File: src/rtl/core/nearest_palette_color_top_defines.svh
// Assertion macros for the RTL of the nearest palette color block
`ifndef NEAREST_PALETTE_COLOR_TOP_DEFINES_SVH
`define NEAREST_PALETTE_COLOR_TOP_DEFINES_SVH

// Check a property on every clock edge outside reset
`define NPC_ASSERT(label, prop, msg) \
    label: assert property (@(posedge clk) disable iff (!rst_n) (prop)) else $error(msg);

// Check a property on every clock edge, reset included
`define NPC_ASSERT_ALWAYS(label, prop, msg) \
    label: assert property (@(posedge clk) (prop)) else $error(msg);

`endif

File: src/rtl/core/npc_pkg.sv
package npc_pkg;

    // Palette geometry and field widths
    localparam int PAL_DEPTH = 16;
    localparam int IDX_W     = 4;
    localparam int CHAN_W    = 8;
    localparam int SQ_W      = 2 * CHAN_W;
    localparam int DIST_W    = 18;
    localparam int COUNT_W   = 5;
    localparam int ENTRY_W   = 3 * CHAN_W;

    // Configuration port
    localparam int APB_AW = 3;
    localparam int APB_DW = 32;

    // Register index, taken from paddr[2]
    localparam logic REG_PALETTE_COUNT = 1'b0;
    localparam logic [COUNT_W-1:0] COUNT_RESET = COUNT_W'(1);

    // Item operation codes
    typedef enum logic {
        OP_LOAD     = 1'b0,
        OP_CLASSIFY = 1'b1
    } op_t;

    // Commands from the controller to the datapath
    typedef struct packed {
        logic             load_wr;
        logic             capture;
        logic             rd_en;
        logic [IDX_W-1:0] rd_addr;
        logic             first;
        logic             last;
        logic             out_load;
    } npc_cmd_t;

    // Last searched slot for a programmed count: zero counts as one,
    // large counts saturate at the palette depth
    function automatic logic [IDX_W-1:0] last_slot(input logic [COUNT_W-1:0] count);
        logic [COUNT_W-1:0] n;
        n = count;
        if (count == '0)
        begin
            n = COUNT_W'(1);
        end
        else if (count > COUNT_W'(PAL_DEPTH))
        begin
            n = COUNT_W'(PAL_DEPTH);
        end
        return IDX_W'(n - COUNT_W'(1));
    endfunction

    // Magnitude of the difference of two channels
    function automatic logic [CHAN_W-1:0] abs_diff(input logic [CHAN_W-1:0] a,
                                                   input logic [CHAN_W-1:0] b);
        return (a >= b) ? (a - b) : (b - a);
    endfunction

endpackage

File: src/rtl/core/npc_if.sv
// Input channel: one load or classify transaction
interface npc_in_if;
    logic                          valid;
    logic                          ready;
    logic                          op;
    logic [npc_pkg::IDX_W-1:0]     entry_index;
    logic [npc_pkg::CHAN_W-1:0]    red;
    logic [npc_pkg::CHAN_W-1:0]    green;
    logic [npc_pkg::CHAN_W-1:0]    blue;

    modport source (output valid, output op, output entry_index, output red,
                    output green, output blue, input ready);
    modport sink (input valid, input op, input entry_index, input red,
                  input green, input blue, output ready);
endinterface

// Output channel: one classification result per classify transaction
interface npc_out_if;
    logic                          valid;
    logic                          ready;
    logic [npc_pkg::IDX_W-1:0]     best_index;
    logic [npc_pkg::CHAN_W-1:0]    best_red;
    logic [npc_pkg::CHAN_W-1:0]    best_green;
    logic [npc_pkg::CHAN_W-1:0]    best_blue;
    logic [npc_pkg::DIST_W-1:0]    best_distance;

    modport source (output valid, output best_index, output best_red,
                    output best_green, output best_blue, output best_distance,
                    input ready);
    modport sink (input valid, input best_index, input best_red,
                  input best_green, input best_blue, input best_distance,
                  output ready);
endinterface

File: src/rtl/core/nearest_palette_color_top.sv
// Nearest palette color: maps RGB pixels to the closest of up to 16 stored
// palette entries by squared Euclidean distance.
// Input channel in_ch (valid/ready): op selects a load, which writes entry
// entry_index with red/green/blue, or a classify of the pixel red/green/blue.
// Output channel out_ch (valid/ready): one result per classify transaction with
// the winning slot, its RGB value and the distance; ties go to the lowest slot.
// APB port: palette_count at address 0 sets how many slots are searched
// (0 counts as 1, values above 16 as 16). Write it only while the block is idle.
// Throughput: a classify scans one palette entry per cycle through the single
// read port of the palette memory; no new transaction is accepted until the
// scan has drained and its result has moved to the output register.
// A pending result sits in an output register; a load or the next classify is
// accepted while it waits, and a finished classify holds in the datapath until
// the receiver takes the previous result.
// Reset clears the control state and sets palette_count to 1; palette entries
// are undefined until loaded.
module nearest_palette_color_top (
    input  logic                          clk,
    input  logic                          rst_n,
    npc_in_if.sink                        in_ch,
    npc_out_if.source                     out_ch,
    input  logic                          psel,
    input  logic                          penable,
    input  logic                          pwrite,
    input  logic [npc_pkg::APB_AW-1:0]    paddr,
    input  logic [npc_pkg::APB_DW-1:0]    pwdata,
    output logic [npc_pkg::APB_DW-1:0]    prdata,
    output logic                          pready
);

    logic [npc_pkg::COUNT_W-1:0] count_reg;
    npc_pkg::npc_cmd_t           cmd;
    logic                        done;
    logic                        cfg_wr;

    // Configuration register
    assign pready = 1'b1;
    assign cfg_wr = psel && penable && pwrite && pready
                  && (paddr[2] == npc_pkg::REG_PALETTE_COUNT);

    always_ff @(posedge clk or negedge rst_n)
    begin
        if (!rst_n)
        begin
            count_reg <= npc_pkg::COUNT_RESET;
        end
        else if (cfg_wr)
        begin
            count_reg <= pwdata[npc_pkg::COUNT_W-1:0];
        end
    end

    // Read back
    assign prdata = (paddr[2] == npc_pkg::REG_PALETTE_COUNT)
                  ? npc_pkg::APB_DW'(count_reg) : '0;

    npc_ctrl u_ctrl (
        .clk           (clk),
        .rst_n         (rst_n),
        .in_valid      (in_ch.valid),
        .in_op         (in_ch.op),
        .in_ready      (in_ch.ready),
        .palette_count (count_reg),
        .done          (done),
        .out_valid     (out_ch.valid),
        .out_ready     (out_ch.ready),
        .cmd           (cmd)
    );

    npc_dp u_dp (
        .clk           (clk),
        .rst_n         (rst_n),
        .cmd           (cmd),
        .entry_index   (in_ch.entry_index),
        .red           (in_ch.red),
        .green         (in_ch.green),
        .blue          (in_ch.blue),
        .done          (done),
        .best_index    (out_ch.best_index),
        .best_red      (out_ch.best_red),
        .best_green    (out_ch.best_green),
        .best_blue     (out_ch.best_blue),
        .best_distance (out_ch.best_distance)
    );

endmodule

File: src/rtl/core/npc_dp.sv
module npc_dp (
    input  logic                          clk,
    input  logic                          rst_n,
    input  npc_pkg::npc_cmd_t             cmd,
    input  logic [npc_pkg::IDX_W-1:0]     entry_index,
    input  logic [npc_pkg::CHAN_W-1:0]    red,
    input  logic [npc_pkg::CHAN_W-1:0]    green,
    input  logic [npc_pkg::CHAN_W-1:0]    blue,
    output logic                          done,
    output logic [npc_pkg::IDX_W-1:0]     best_index,
    output logic [npc_pkg::CHAN_W-1:0]    best_red,
    output logic [npc_pkg::CHAN_W-1:0]    best_green,
    output logic [npc_pkg::CHAN_W-1:0]    best_blue,
    output logic [npc_pkg::DIST_W-1:0]    best_distance
);

    localparam int CW = npc_pkg::CHAN_W;

    // Palette memory and read stage
    logic [npc_pkg::ENTRY_W-1:0] pal_mem [npc_pkg::PAL_DEPTH];
    logic [npc_pkg::ENTRY_W-1:0] rd_data_reg;

    // Pixel under classification
    logic [CW-1:0] pix_r_reg, pix_g_reg, pix_b_reg;

    // Stage 1 tags (travel with the read data)
    logic                      s1_valid_reg, s1_first_reg, s1_last_reg;
    logic [npc_pkg::IDX_W-1:0] s1_idx_reg;

    // Stage 2: squared channel differences
    logic                      s2_valid_reg, s2_first_reg, s2_last_reg;
    logic [npc_pkg::IDX_W-1:0] s2_idx_reg;
    logic [npc_pkg::SQ_W-1:0]  sq_r_reg, sq_g_reg, sq_b_reg;
    logic [npc_pkg::ENTRY_W-1:0] s2_rgb_reg;
    logic [CW-1:0]             dr, dg, db;

    // Running best
    logic [npc_pkg::DIST_W-1:0]  cand_dist;
    logic                        take;
    logic [npc_pkg::DIST_W-1:0]  best_dist_reg;
    logic [npc_pkg::IDX_W-1:0]   best_idx_reg;
    logic [npc_pkg::ENTRY_W-1:0] best_rgb_reg;
    logic                        done_reg;

    // Result register
    logic [npc_pkg::IDX_W-1:0]   out_idx_reg;
    logic [npc_pkg::ENTRY_W-1:0] out_rgb_reg;
    logic [npc_pkg::DIST_W-1:0]  out_dist_reg;

    // Write one entry on a load, read one entry per scan cycle
    always_ff @(posedge clk)
    begin
        if (cmd.load_wr && ({1'b0, entry_index} < (npc_pkg::IDX_W + 1)'(npc_pkg::PAL_DEPTH)))
        begin
            pal_mem[entry_index] <= {red, green, blue};
        end
        if (cmd.rd_en)
        begin
            rd_data_reg <= pal_mem[cmd.rd_addr];
        end
    end

    // Channel differences of the entry just read
    assign dr = npc_pkg::abs_diff(pix_r_reg, rd_data_reg[3*CW-1:2*CW]);
    assign dg = npc_pkg::abs_diff(pix_g_reg, rd_data_reg[2*CW-1:CW]);
    assign db = npc_pkg::abs_diff(pix_b_reg, rd_data_reg[CW-1:0]);

    // Distance and replacement test; ties keep the earlier slot
    assign cand_dist = npc_pkg::DIST_W'(sq_r_reg) + npc_pkg::DIST_W'(sq_g_reg)
                     + npc_pkg::DIST_W'(sq_b_reg);
    assign take = s2_valid_reg && (s2_first_reg || (cand_dist < best_dist_reg));

    // Payload registers
    always_ff @(posedge clk)
    begin
        if (cmd.capture)
        begin
            pix_r_reg <= red;
            pix_g_reg <= green;
            pix_b_reg <= blue;
        end
        s1_idx_reg <= cmd.rd_addr;
        s2_idx_reg <= s1_idx_reg;
        s2_rgb_reg <= rd_data_reg;
        sq_r_reg   <= npc_pkg::SQ_W'(dr * dr);
        sq_g_reg   <= npc_pkg::SQ_W'(dg * dg);
        sq_b_reg   <= npc_pkg::SQ_W'(db * db);
        if (take)
        begin
            best_dist_reg <= cand_dist;
            best_idx_reg  <= s2_idx_reg;
            best_rgb_reg  <= s2_rgb_reg;
        end
        if (cmd.out_load)
        begin
            out_idx_reg  <= best_idx_reg;
            out_rgb_reg  <= best_rgb_reg;
            out_dist_reg <= best_dist_reg;
        end
    end

    // Pipeline control flags
    always_ff @(posedge clk or negedge rst_n)
    begin
        if (!rst_n)
        begin
            s1_valid_reg <= 1'b0;
            s1_first_reg <= 1'b0;
            s1_last_reg  <= 1'b0;
            s2_valid_reg <= 1'b0;
            s2_first_reg <= 1'b0;
            s2_last_reg  <= 1'b0;
            done_reg     <= 1'b0;
        end
        else
        begin
            s1_valid_reg <= cmd.rd_en;
            s1_first_reg <= cmd.first;
            s1_last_reg  <= cmd.last;
            s2_valid_reg <= s1_valid_reg;
            s2_first_reg <= s1_first_reg;
            s2_last_reg  <= s1_last_reg;
            done_reg     <= s2_valid_reg && s2_last_reg;
        end
    end

    assign done          = done_reg;
    assign best_index    = out_idx_reg;
    assign best_red      = out_rgb_reg[3*CW-1:2*CW];
    assign best_green    = out_rgb_reg[2*CW-1:CW];
    assign best_blue     = out_rgb_reg[CW-1:0];
    assign best_distance = out_dist_reg;

endmodule

File: src/rtl/core/npc_ctrl.sv
`include "nearest_palette_color_top_defines.svh"

module npc_ctrl (
    input  logic                          clk,
    input  logic                          rst_n,
    input  logic                          in_valid,
    input  logic                          in_op,
    output logic                          in_ready,
    input  logic [npc_pkg::COUNT_W-1:0]   palette_count,
    input  logic                          done,
    output logic                          out_valid,
    input  logic                          out_ready,
    output npc_pkg::npc_cmd_t             cmd
);

    typedef enum logic [1:0] {
        ST_IDLE,
        ST_SCAN,
        ST_DRAIN,
        ST_HOLD
    } state_t;

    state_t                    state_reg, state_next;
    logic [npc_pkg::IDX_W-1:0] idx_reg, idx_next;
    logic [npc_pkg::IDX_W-1:0] last_reg, last_next;
    logic                      out_valid_reg, out_valid_next;
    logic                      accept;
    logic                      out_free;
    logic                      classify;

    assign in_ready = (state_reg == ST_IDLE);
    assign accept   = in_valid && in_ready;
    assign classify = (in_op == npc_pkg::OP_CLASSIFY);
    assign out_free = !out_valid_reg || out_ready;

    // Commands to the datapath
    always_comb
    begin
        cmd          = '0;
        cmd.load_wr  = accept && (in_op == npc_pkg::OP_LOAD);
        cmd.capture  = accept && classify;
        cmd.rd_en    = (state_reg == ST_SCAN);
        cmd.rd_addr  = idx_reg;
        cmd.first    = (state_reg == ST_SCAN) && (idx_reg == '0);
        cmd.last     = (state_reg == ST_SCAN) && (idx_reg == last_reg);
        cmd.out_load = (((state_reg == ST_DRAIN) && done) || (state_reg == ST_HOLD))
                     && out_free;
    end

    // Next state
    always_comb
    begin
        state_next     = state_reg;
        idx_next       = idx_reg;
        last_next      = last_reg;
        out_valid_next = out_valid_reg;
        if (out_valid_reg && out_ready)
        begin
            out_valid_next = 1'b0;
        end
        if (cmd.out_load)
        begin
            out_valid_next = 1'b1;
        end
        case (state_reg)
            ST_IDLE:
            begin
                if (accept && classify)
                begin
                    idx_next   = '0;
                    last_next  = npc_pkg::last_slot(palette_count);
                    state_next = ST_SCAN;
                end
            end
            ST_SCAN:
            begin
                idx_next = idx_reg + 1'b1;
                if (idx_reg == last_reg)
                begin
                    state_next = ST_DRAIN;
                end
            end
            ST_DRAIN:
            begin
                if (done)
                begin
                    state_next = out_free ? ST_IDLE : ST_HOLD;
                end
            end
            ST_HOLD:
            begin
                if (out_free)
                begin
                    state_next = ST_IDLE;
                end
            end
            default:
            begin
                state_next = ST_IDLE;
            end
        endcase
    end

    // Hold state and registered outputs
    always_ff @(posedge clk or negedge rst_n)
    begin
        if (!rst_n)
        begin
            state_reg     <= ST_IDLE;
            idx_reg       <= '0;
            last_reg      <= '0;
            out_valid_reg <= 1'b0;
        end
        else
        begin
            state_reg     <= state_next;
            idx_reg       <= idx_next;
            last_reg      <= last_next;
            out_valid_reg <= out_valid_next;
        end
    end

    assign out_valid = out_valid_reg;

    // A new result never overwrites one that is still pending
    `NPC_ASSERT(a_no_overwrite, cmd.out_load |-> (!out_valid_reg || out_ready), "result overwritten")
    // A classify transaction starts the scan in the next cycle
    `NPC_ASSERT(a_classify_scan, (accept && classify) |=> (state_reg == ST_SCAN), "scan not started")
    // The datapath finishes only while the controller drains
    `NPC_ASSERT(a_done_drain, done |-> (state_reg == ST_DRAIN), "unexpected done")

endmodule
File: src/flat_wrapper.sv
// flat-port wrapper written by rule: the top's interface ports become plain ports
module nearest_palette_color_top_flat 
  (clk, rst_n, psel, penable, pwrite, paddr, pwdata, prdata, pready, in_ch_valid, in_ch_op, in_ch_entry_index, in_ch_red, in_ch_green, in_ch_blue, in_ch_ready, out_ch_valid, out_ch_best_index, out_ch_best_red, out_ch_best_green, out_ch_best_blue, out_ch_best_distance, out_ch_ready);
  npc_in_if in_ch_i ();
  npc_out_if out_ch_i ();
  input  logic clk;
  input  logic rst_n;
  input  logic psel;
  input  logic penable;
  input  logic pwrite;
  input  logic [npc_pkg::APB_AW-1:0] paddr;
  input  logic [npc_pkg::APB_DW-1:0] pwdata;
  output logic [npc_pkg::APB_DW-1:0] prdata;
  output logic pready;
  input wire logic [$bits(in_ch_i.valid)-1:0] in_ch_valid;
  input wire logic [$bits(in_ch_i.op)-1:0] in_ch_op;
  input wire logic [$bits(in_ch_i.entry_index)-1:0] in_ch_entry_index;
  input wire logic [$bits(in_ch_i.red)-1:0] in_ch_red;
  input wire logic [$bits(in_ch_i.green)-1:0] in_ch_green;
  input wire logic [$bits(in_ch_i.blue)-1:0] in_ch_blue;
  output wire logic [$bits(in_ch_i.ready)-1:0] in_ch_ready;
  output wire logic [$bits(out_ch_i.valid)-1:0] out_ch_valid;
  output wire logic [$bits(out_ch_i.best_index)-1:0] out_ch_best_index;
  output wire logic [$bits(out_ch_i.best_red)-1:0] out_ch_best_red;
  output wire logic [$bits(out_ch_i.best_green)-1:0] out_ch_best_green;
  output wire logic [$bits(out_ch_i.best_blue)-1:0] out_ch_best_blue;
  output wire logic [$bits(out_ch_i.best_distance)-1:0] out_ch_best_distance;
  input wire logic [$bits(out_ch_i.ready)-1:0] out_ch_ready;
  assign in_ch_i.valid = in_ch_valid;
  assign in_ch_i.op = in_ch_op;
  assign in_ch_i.entry_index = in_ch_entry_index;
  assign in_ch_i.red = in_ch_red;
  assign in_ch_i.green = in_ch_green;
  assign in_ch_i.blue = in_ch_blue;
  assign in_ch_ready = in_ch_i.ready;
  assign out_ch_valid = out_ch_i.valid;
  assign out_ch_best_index = out_ch_i.best_index;
  assign out_ch_best_red = out_ch_i.best_red;
  assign out_ch_best_green = out_ch_i.best_green;
  assign out_ch_best_blue = out_ch_i.best_blue;
  assign out_ch_best_distance = out_ch_i.best_distance;
  assign out_ch_i.ready = out_ch_ready;
  nearest_palette_color_top u_core (.clk(clk), .rst_n(rst_n), .in_ch(in_ch_i), .out_ch(out_ch_i), .psel(psel), .penable(penable), .pwrite(pwrite), .paddr(paddr), .pwdata(pwdata), .prdata(prdata), .pready(pready));
endmodule
File: config.mk
export PLATFORM = sky130hd
export DESIGN_NAME = nearest_palette_color_top_flat
export DESIGN_NICKNAME = d
export VERILOG_FILES = /design/src/rtl/core/npc_pkg.sv /design/src/rtl/core/npc_if.sv /design/src/rtl/core/nearest_palette_color_top.sv /design/src/rtl/core/npc_dp.sv /design/src/rtl/core/npc_ctrl.sv /design/src/flat_wrapper.sv
export VERILOG_INCLUDE_DIRS = /design/src /design/src/rtl/core
export SDC_FILE = /design/constraint.sdc
export NUM_CORES = 1
export LEC_CHECK = 0
export BUFFER_PORTS_ARGS = -buffer_cell sky130_fd_sc_hd__buf_2
export CELL_PAD_IN_SITES_DETAIL_PLACEMENT = 0
export CELL_PAD_IN_SITES_GLOBAL_PLACEMENT = 1
export CORE_MARGIN = 2
export CORE_UTILIZATION = 44
export CTS_CLUSTER_SIZE = 12
export DETAILED_ROUTE_END_ITERATION = 7
export GPL_ROUTABILITY_DRIVEN = 1
export GPL_TIMING_DRIVEN = 0
export PLACE_DENSITY = 0.69
export SLEW_MARGIN = 25
export SYNTH_ARGS = -nofsm -noshare
export SYNTH_HDL_FRONTEND = slang
export SYNTH_SLANG_ARGS = --single-unit
File: constraint.sdc
create_clock -name clk -period 7.2 [get_ports clk]
set_input_delay 1.8 -clock clk [delete_from_list [all_inputs] [get_ports clk]]
set_output_delay 1.8 -clock clk [all_outputs]
set_load 0.01 [all_outputs]
**Word-level counts from Yosys, hierarchy flattened**

Memory sizes are Yosys's and may differ from the RTL's. A register that Yosys moved wholly into a read port is not among the register bits.
Index checks and enable logic that the tools add are counted.

- Flip-flop bits (word level): 219
- Latch bits: 0
- Bits in writable memories: 384
- Bits in read-only memories: 0
- Input port bits: 71
- Output and inout bits: 81
- Logic and storage cells: 101
- Memories kept: 1

- $add $sub $neg: 10
- Multiply operators: 3
- Div/mod/pow operators: 0
- Order comparisons: 5
- Eq/ne operators: 8
- Shifts and indexed selects: 0
- Mux-type cells: 20
- Bitwise gates (word level): 2
- Reduce and logical (&&, ||, !) cells: 25

Memory list:

| memory | depth | bits a word | read ports | clocked after Yosys merged registers in | write ports | RTL line | RTL |
|---|---|---|---|---|---|---|---|
| u_core.u_dp.pal_mem | 16 | 24 | 1 | 1 | 1 | npc_dp.sv:20 | `logic [npc_pkg::ENTRY_W-1:0] pal_mem [npc_pkg::PAL_DEPTH];` |

Operator list:

| operator | count |
|---|---|
| 8-bit by 8-bit multiplier with 16-bit output | 3 |
| 8-bit subtractor | 6 |
| 8-bit greater-or-equal comparator | 3 |
| 8-bit 2-to-1 mux | 3 |
| 4-bit 2-to-1 mux | 5 |
| 17-bit by 16-bit adder with 18-bit output | 1 |
| 18-bit less-than comparator | 1 |
| 16-bit by 16-bit adder with 17-bit output | 1 |
| 1-bit logical AND | 13 |
| 2-bit 2-to-1 mux | 5 |
| 2-bit one-hot mux with 4 select lines | 1 |
| 4-bit one-hot mux with 2 select lines | 1 |
| 5-bit greater-than comparator, second input constant | 1 |
| 5-bit logical NOT | 1 |
| 5-bit 2-to-1 mux | 1 |
| 4-bit by 1-bit adder with 4-bit output, second input constant | 1 |
| 2-bit equality test, second input constant | 2 |
| 4-bit equality test | 1 |
| 4-bit logical NOT | 1 |
| 1-bit 2-to-1 mux | 4 |
| 2-bit by 1-bit != test with 1-bit output, second input constant | 2 |
| 2-bit != test, second input constant | 2 |
| 2-bit AND reduction | 2 |
| 4-bit AND reduction | 1 |
| other kinds (7) | 11 |

**Logic depth before layout (Yosys ltp)**

- Word-level depth: 6
- Mapped depth: 30
- Mapped depth without buffers: 28

**Hierarchy**

Synthesis repeated with hierarchy kept, for this count alone.

- Cell total of the unflattened synthesis: 1876
- Area total of the unflattened synthesis: 29623.4 sq um

Modules (own cells, without submodules):

| module | instances | cells each | area each (sq um) | sequential area each (sq um) |
|---|---|---|---|---|
| npc_dp | 1 | 1759 | 28497.3 | 17451.7 |
| npc_ctrl | 1 | 71 | 658.1 | 275.3 |
| nearest_palette_color_top | 1 | 46 | 467.9 | 126.4 |

**Least setup slack after synthesis**

No wires, ideal clock.

- Path type: register to register
- From: register u_core.u_dp.pix_g_reg[0]
- To: register u_core.u_dp.sq_g_reg[15] (netlist bit)
- Setup time: 122 ps
- Arrival: 6201 ps
- Required time: 7078 ps
- Path slack: 877 ps
- Cell stages (with the launch flop): 31
- Buffers on the path: 2
- Clock period less this slack: 6323 ps
- Path through: edfxtp_1 -> inv_1 -> ha_1 -> inv_1 -> fa_1 -> a21o_1 -> a21oi_1 -> a31oi_1 -> a211o_1 -> buf_2 -> mux2i_1 -> xnor2_1 -> clkbuf_1 -> nor2_1 -> inv_1 -> fa_1 -> inv_1 -> fa_1 -> inv_1 -> fa_1 -> fa_1 -> inv_1 -> ha_1 -> o21a_1 -> nor2_1 -> nor2b_1 -> a21oi_1 -> nor2_1 -> a211oi_1 -> a21oi_1 -> xor2_1

- Cells in the longest elaborated chain, start to end: 3
- Elaborated cells between the ends (all ways): 5
- Those cells by class: 2 x add/sub; 1 x mul; 1 x order compare; 1 x mux

Ends and longest elaborated chain:

| item | RTL line | RTL |
|---|---|---|
| start: declaration | npc_dp.sv:24 | `logic [CW-1:0] pix_r_reg, pix_g_reg, pix_b_reg;` |
| start signal: assignment | npc_dp.sv:79 | `pix_g_reg <= green;` |
| 8-bit subtractor / 8-bit greater-or-equal comparator (equally long branches) | npc_pkg.sv:56 | `return (a >= b) ? (a - b) : (b - a);` |
| 8-bit 2-to-1 mux (*) | npc_pkg.sv:56 |  |
| 8-bit by 8-bit multiplier with 16-bit output (*) | npc_dp.sv:86 | `sq_g_reg <= npc_pkg::SQ_W'(dg * dg);` |
| end signal: assignment | npc_dp.sv:86 |  |
| end: declaration | npc_dp.sv:33 | `logic [npc_pkg::SQ_W-1:0] sq_r_reg, sq_g_reg, sq_b_reg;` |

Mark *: on every way between the ends. The rest lies on a longest branch, timed or not.
A chain may end at the register's enable or synchronous reset.

**Worst setup path in the final report**

- From: register u_core.u_dp.pix_b_reg[0]
- To: register u_core.u_dp.sq_b_reg[15] (netlist bit)

- Cells in the longest elaborated chain, start to end: 3
- Elaborated cells between the ends (all ways): 5
- Those cells by class: 2 x add/sub; 1 x mul; 1 x order compare; 1 x mux

Ends and longest elaborated chain:

| item | RTL line | RTL |
|---|---|---|
| start: declaration | npc_dp.sv:24 |  |
| start signal: assignment | npc_dp.sv:80 | `pix_b_reg <= blue;` |
| 8-bit subtractor / 8-bit greater-or-equal comparator (equally long branches) | npc_pkg.sv:56 |  |
| 8-bit 2-to-1 mux (*) | npc_pkg.sv:56 |  |
| 8-bit by 8-bit multiplier with 16-bit output (*) | npc_dp.sv:87 | `sq_b_reg <= npc_pkg::SQ_W'(db * db);` |
| end signal: assignment | npc_dp.sv:87 |  |
| end: declaration | npc_dp.sv:33 |  |

Marks and branches as above.

==> metrics <==
GRT overflow=0; Hold Crit Class=register to register; I/O Buffers=94; synthesis-to-finish area growth=15.7%; Reg2Reg Setup Slack=~0.36 ns; number of flip-flops in the largest register=384; Worst path slowest cell=fa_1; clock-pin slew on the worst setup and hold paths=roughly 0.06 ns; number of synthesized register bits=624; total wire length=approximately 60000 um; total CTS buffers=68; vias in the first global route=roughly 16000; post-synth top area cell=edfxtp_1; max_cap viols=0; Worst Setup Start Kind=register; Total GRT Usage=17.4%; Mapped Cells=1884; Rows=94; CP Max Fanout=8; number of flops mapped to enable cells by yosys=between 500 and 600; Routability Congestion=approximately 0.80; crit share post-route=about 95%; global-route wire length before repair=between 90000 and 100000 um; vias per cell=approximately 5; clock sink count=between 600 and 700; CP Capture Type=register; Yosys cell types=between 60 and 70; Rel. slew slack=29.2%; Top delay family on crit path=adder cells; 1st-pass router iterations=7; hpwl dp=around 44000 um; FMAX=roughly 0.15 GHz; top cell type's share of synthesized area=a little over half; CTS Buffer Depth=3; unrepaired setup endpoints after global routing=yes; core area=approximately 66000 um^2; Worst Hold Slack=about 0.33 ns; Routed WL per cell=slightly below 20 um; most common cell in the netlist=edfxtp_1; cell mode on critical path=inv_1; Synth async-reset ratio=3.69%; number of fill cells in the layout=around 5400; worst skew pair latency=around 0.6 ns; post-synthesis sequential area ratio=about 61%; Final ANT Viol Nets=0; largest cells by area after synthesis=edfxtp_1 (54%), mux4_2 (9.2%), ha_1 (7.2%); Crit path arrival time=7.32 ns; CTS H-Tree Depth=3; Remaining DRCs=0; Layout Nets=between 2000 and 2500; Synth Area per Inst=15.6 um^2; area of the mapped netlist=a little under 30000 um^2; Tmin final=about 6.8 ns; I/O pin count=approximately 150; Synth Flop Type=edfxtp_1; critical path class=register to register; Buf/Inv on CP=5; Setup Skew=between 0.02 and 0.025 ns; worst slew pin tran=around 1.1 ns; share of layout cells above drive strength 1=approximately a fifth; initial drt markers=983; status=finished clean; CP required=about 7.7 ns; die width=~260 um; Root Buffer=clkbuf_16; most frequent cells after synthesis=edfxtp_1 (524), inv_1 (232), ha_1 (169), nor2_1 (125), mux4_2 (120); Hold Vio Cnt, Final=0; Final setup viols=0; worst stage delay on the critical path=0.50 ns; initial antenna violation count=4; Largest Register=u_core.u_dp.pal_mem; area of the multi-input gates=10600 um^2; Reg area=~18000 um^2; DIE AREA=~69000 um^2; fin. max-slew vios=0; die height=about 260 um; largest net degree at the start of global routing=30; Ys Warns=0; Starting Density=between 40% and 50%; routed vias=between 15000 and 20000; CTS tree=built
[final timing paths]
path,start,to,cells past startpoint
hold reg to reg,u_core.u_dp.s1_idx_reg[0]$_DFF_P_,u_core.u_dp.s2_idx_reg[0]$_DFF_P_,0
setup reg to reg,u_core.u_dp.pix_b_reg[0]$_DFFE_PP_,u_core.u_dp.sq_b_reg[15]$_DFF_P_,27
min in group asynchronous,rst_n,u_core.count_reg[3]$_DFFE_PN0P_,1
hold / removal,u_core.u_dp.s1_idx_reg[0]$_DFF_P_,u_core.u_dp.s2_idx_reg[0]$_DFF_P_,0
setup / recovery,u_core.u_dp.pix_b_reg[0]$_DFFE_PP_,u_core.u_dp.sq_b_reg[15]$_DFF_P_,27
max in group asynchronous,rst_n,u_core.count_reg[0]$_DFFE_PN1P_,1
[worst register-to-register path, stage by stage (launching register included)]
cell and delay (ns):
edfxtp_1 0.38, inv_1 0.07, ha_1 0.13, inv_1 0.06, fa_1 0.39, a21o_1 0.20, a2111oi_2 0.44, o21ai_1 0.16
nand2_1 0.21, mux2i_1 0.30, xor2_2 0.39, or2_2 0.22, inv_1 0.06, fa_1 0.45, fa_1 0.50, ha_1 0.29
inv_1 0.05, fa_1 0.47, inv_1 0.04, ha_1 0.31, a21o_1 0.19, a21oi_1 0.23, o21bai_1 0.10, a21oi_1 0.24
o21bai_1 0.13, a221o_1 0.38, o31ai_1 0.25, xnor2_1 0.11
[cells by family after synthesis]
group | count (synthesis) | share of synthesized area (%)
DFF | 624 | 60.7
other | 2 | 0.0255
AOI/OAI and AO/OA | 188 | 4.08
xor gates and xnor gates | 89 | 2.73
buffers and inverters | 305 | 4.31
muxes | 148 | 10.2
and+or+nand+nor | 264 | 4.29
adders and majority gates | 264 | 13.7
[final cells by class]
class | count | share of cell area, %
sequential | 624 | 52.5
multi-input combinational | 984 | 31.2
clock buffer | 95 | 5.42
tap | 864 | 3.18
timing repair buffer | 134 | 3.13
inverter | 232 | 2.56
buffer | 73 | 1.18
clock inverter | 26 | 0.809
antenna | 2 | 0.0147
[layer usage]
metal / part of all wire (%) / global-route usage, %
met3: 4.5 / 3.09
met2: 51 / 30.3
met1: 42 / 22.2
met5: 0.056 / 0
met4: 1.9 / 5.09
[per-stage QoR]
| step | area [um^2] | TNS (ns) | util [%] | setup slack, ns | std cells |
|---|---|---|---|---|---|
| 2_1_floorplan | 29500 | 0 | - | 0.877 | 1913 |
| 3_3_place_gp | 31100 | -27.47 | 47.1 | -0.605 | 2871 |
| 3_5_place_dp | 31700 | -0.178 | 48.1 | -0.178 | 2902 |
| 4_1_cts | 33900 | 0 | 51.4 | 0.0787 | 3023 |
| 5_1_grt | 34000 | -0.165 | 51.5 | -0.165 | 3032 |
| 6_report | 34000 | 0 | 51.6 | 0.357 | 3034 |
[what timing repair did]
item	in CTS	in global routing
hold endpoints to repair	0	0
buffers inserted	0	9
setup endpoints to repair	1	7
pin swaps	0	2
hold buffers	0	0
gates resized for setup	5	10
[cells in the final DEF (no fill, tap or decap), types with 7 or more instances in the layout]
master / count
o21a_1: 11
nor3_1: 13
clkbuf_16: 69
o21bai_1: 14
nor2b_1: 21
a21oi_1: 61
mux2_2: 8
nand4_1: 7
clkinv_2: 7
ha_1: 169
mux4_2: 120
nor2_4: 13
o21ai_0: 39
mux2i_1: 19
buf_1: 7
conb_1: 31
clkbuf_1: 50
a31oi_1: 7
nand3_1: 8
nand2b_1: 14
nand2_1: 26
xor2_1: 21
xnor2_2: 7
fa_1: 95
or2_2: 16
dfrtp_1: 22
buf_2: 101
dfxtp_1: 77
inv_1: 230
nor2_1: 111
xnor2_1: 55
edfxtp_1: 524
a21o_1: 22
buf_16: 11
clkinv_1: 8
buf_4: 48
Power is not shown: default switching activity piles up to over one toggle a cycle in this logic, so the estimate is an artifact.
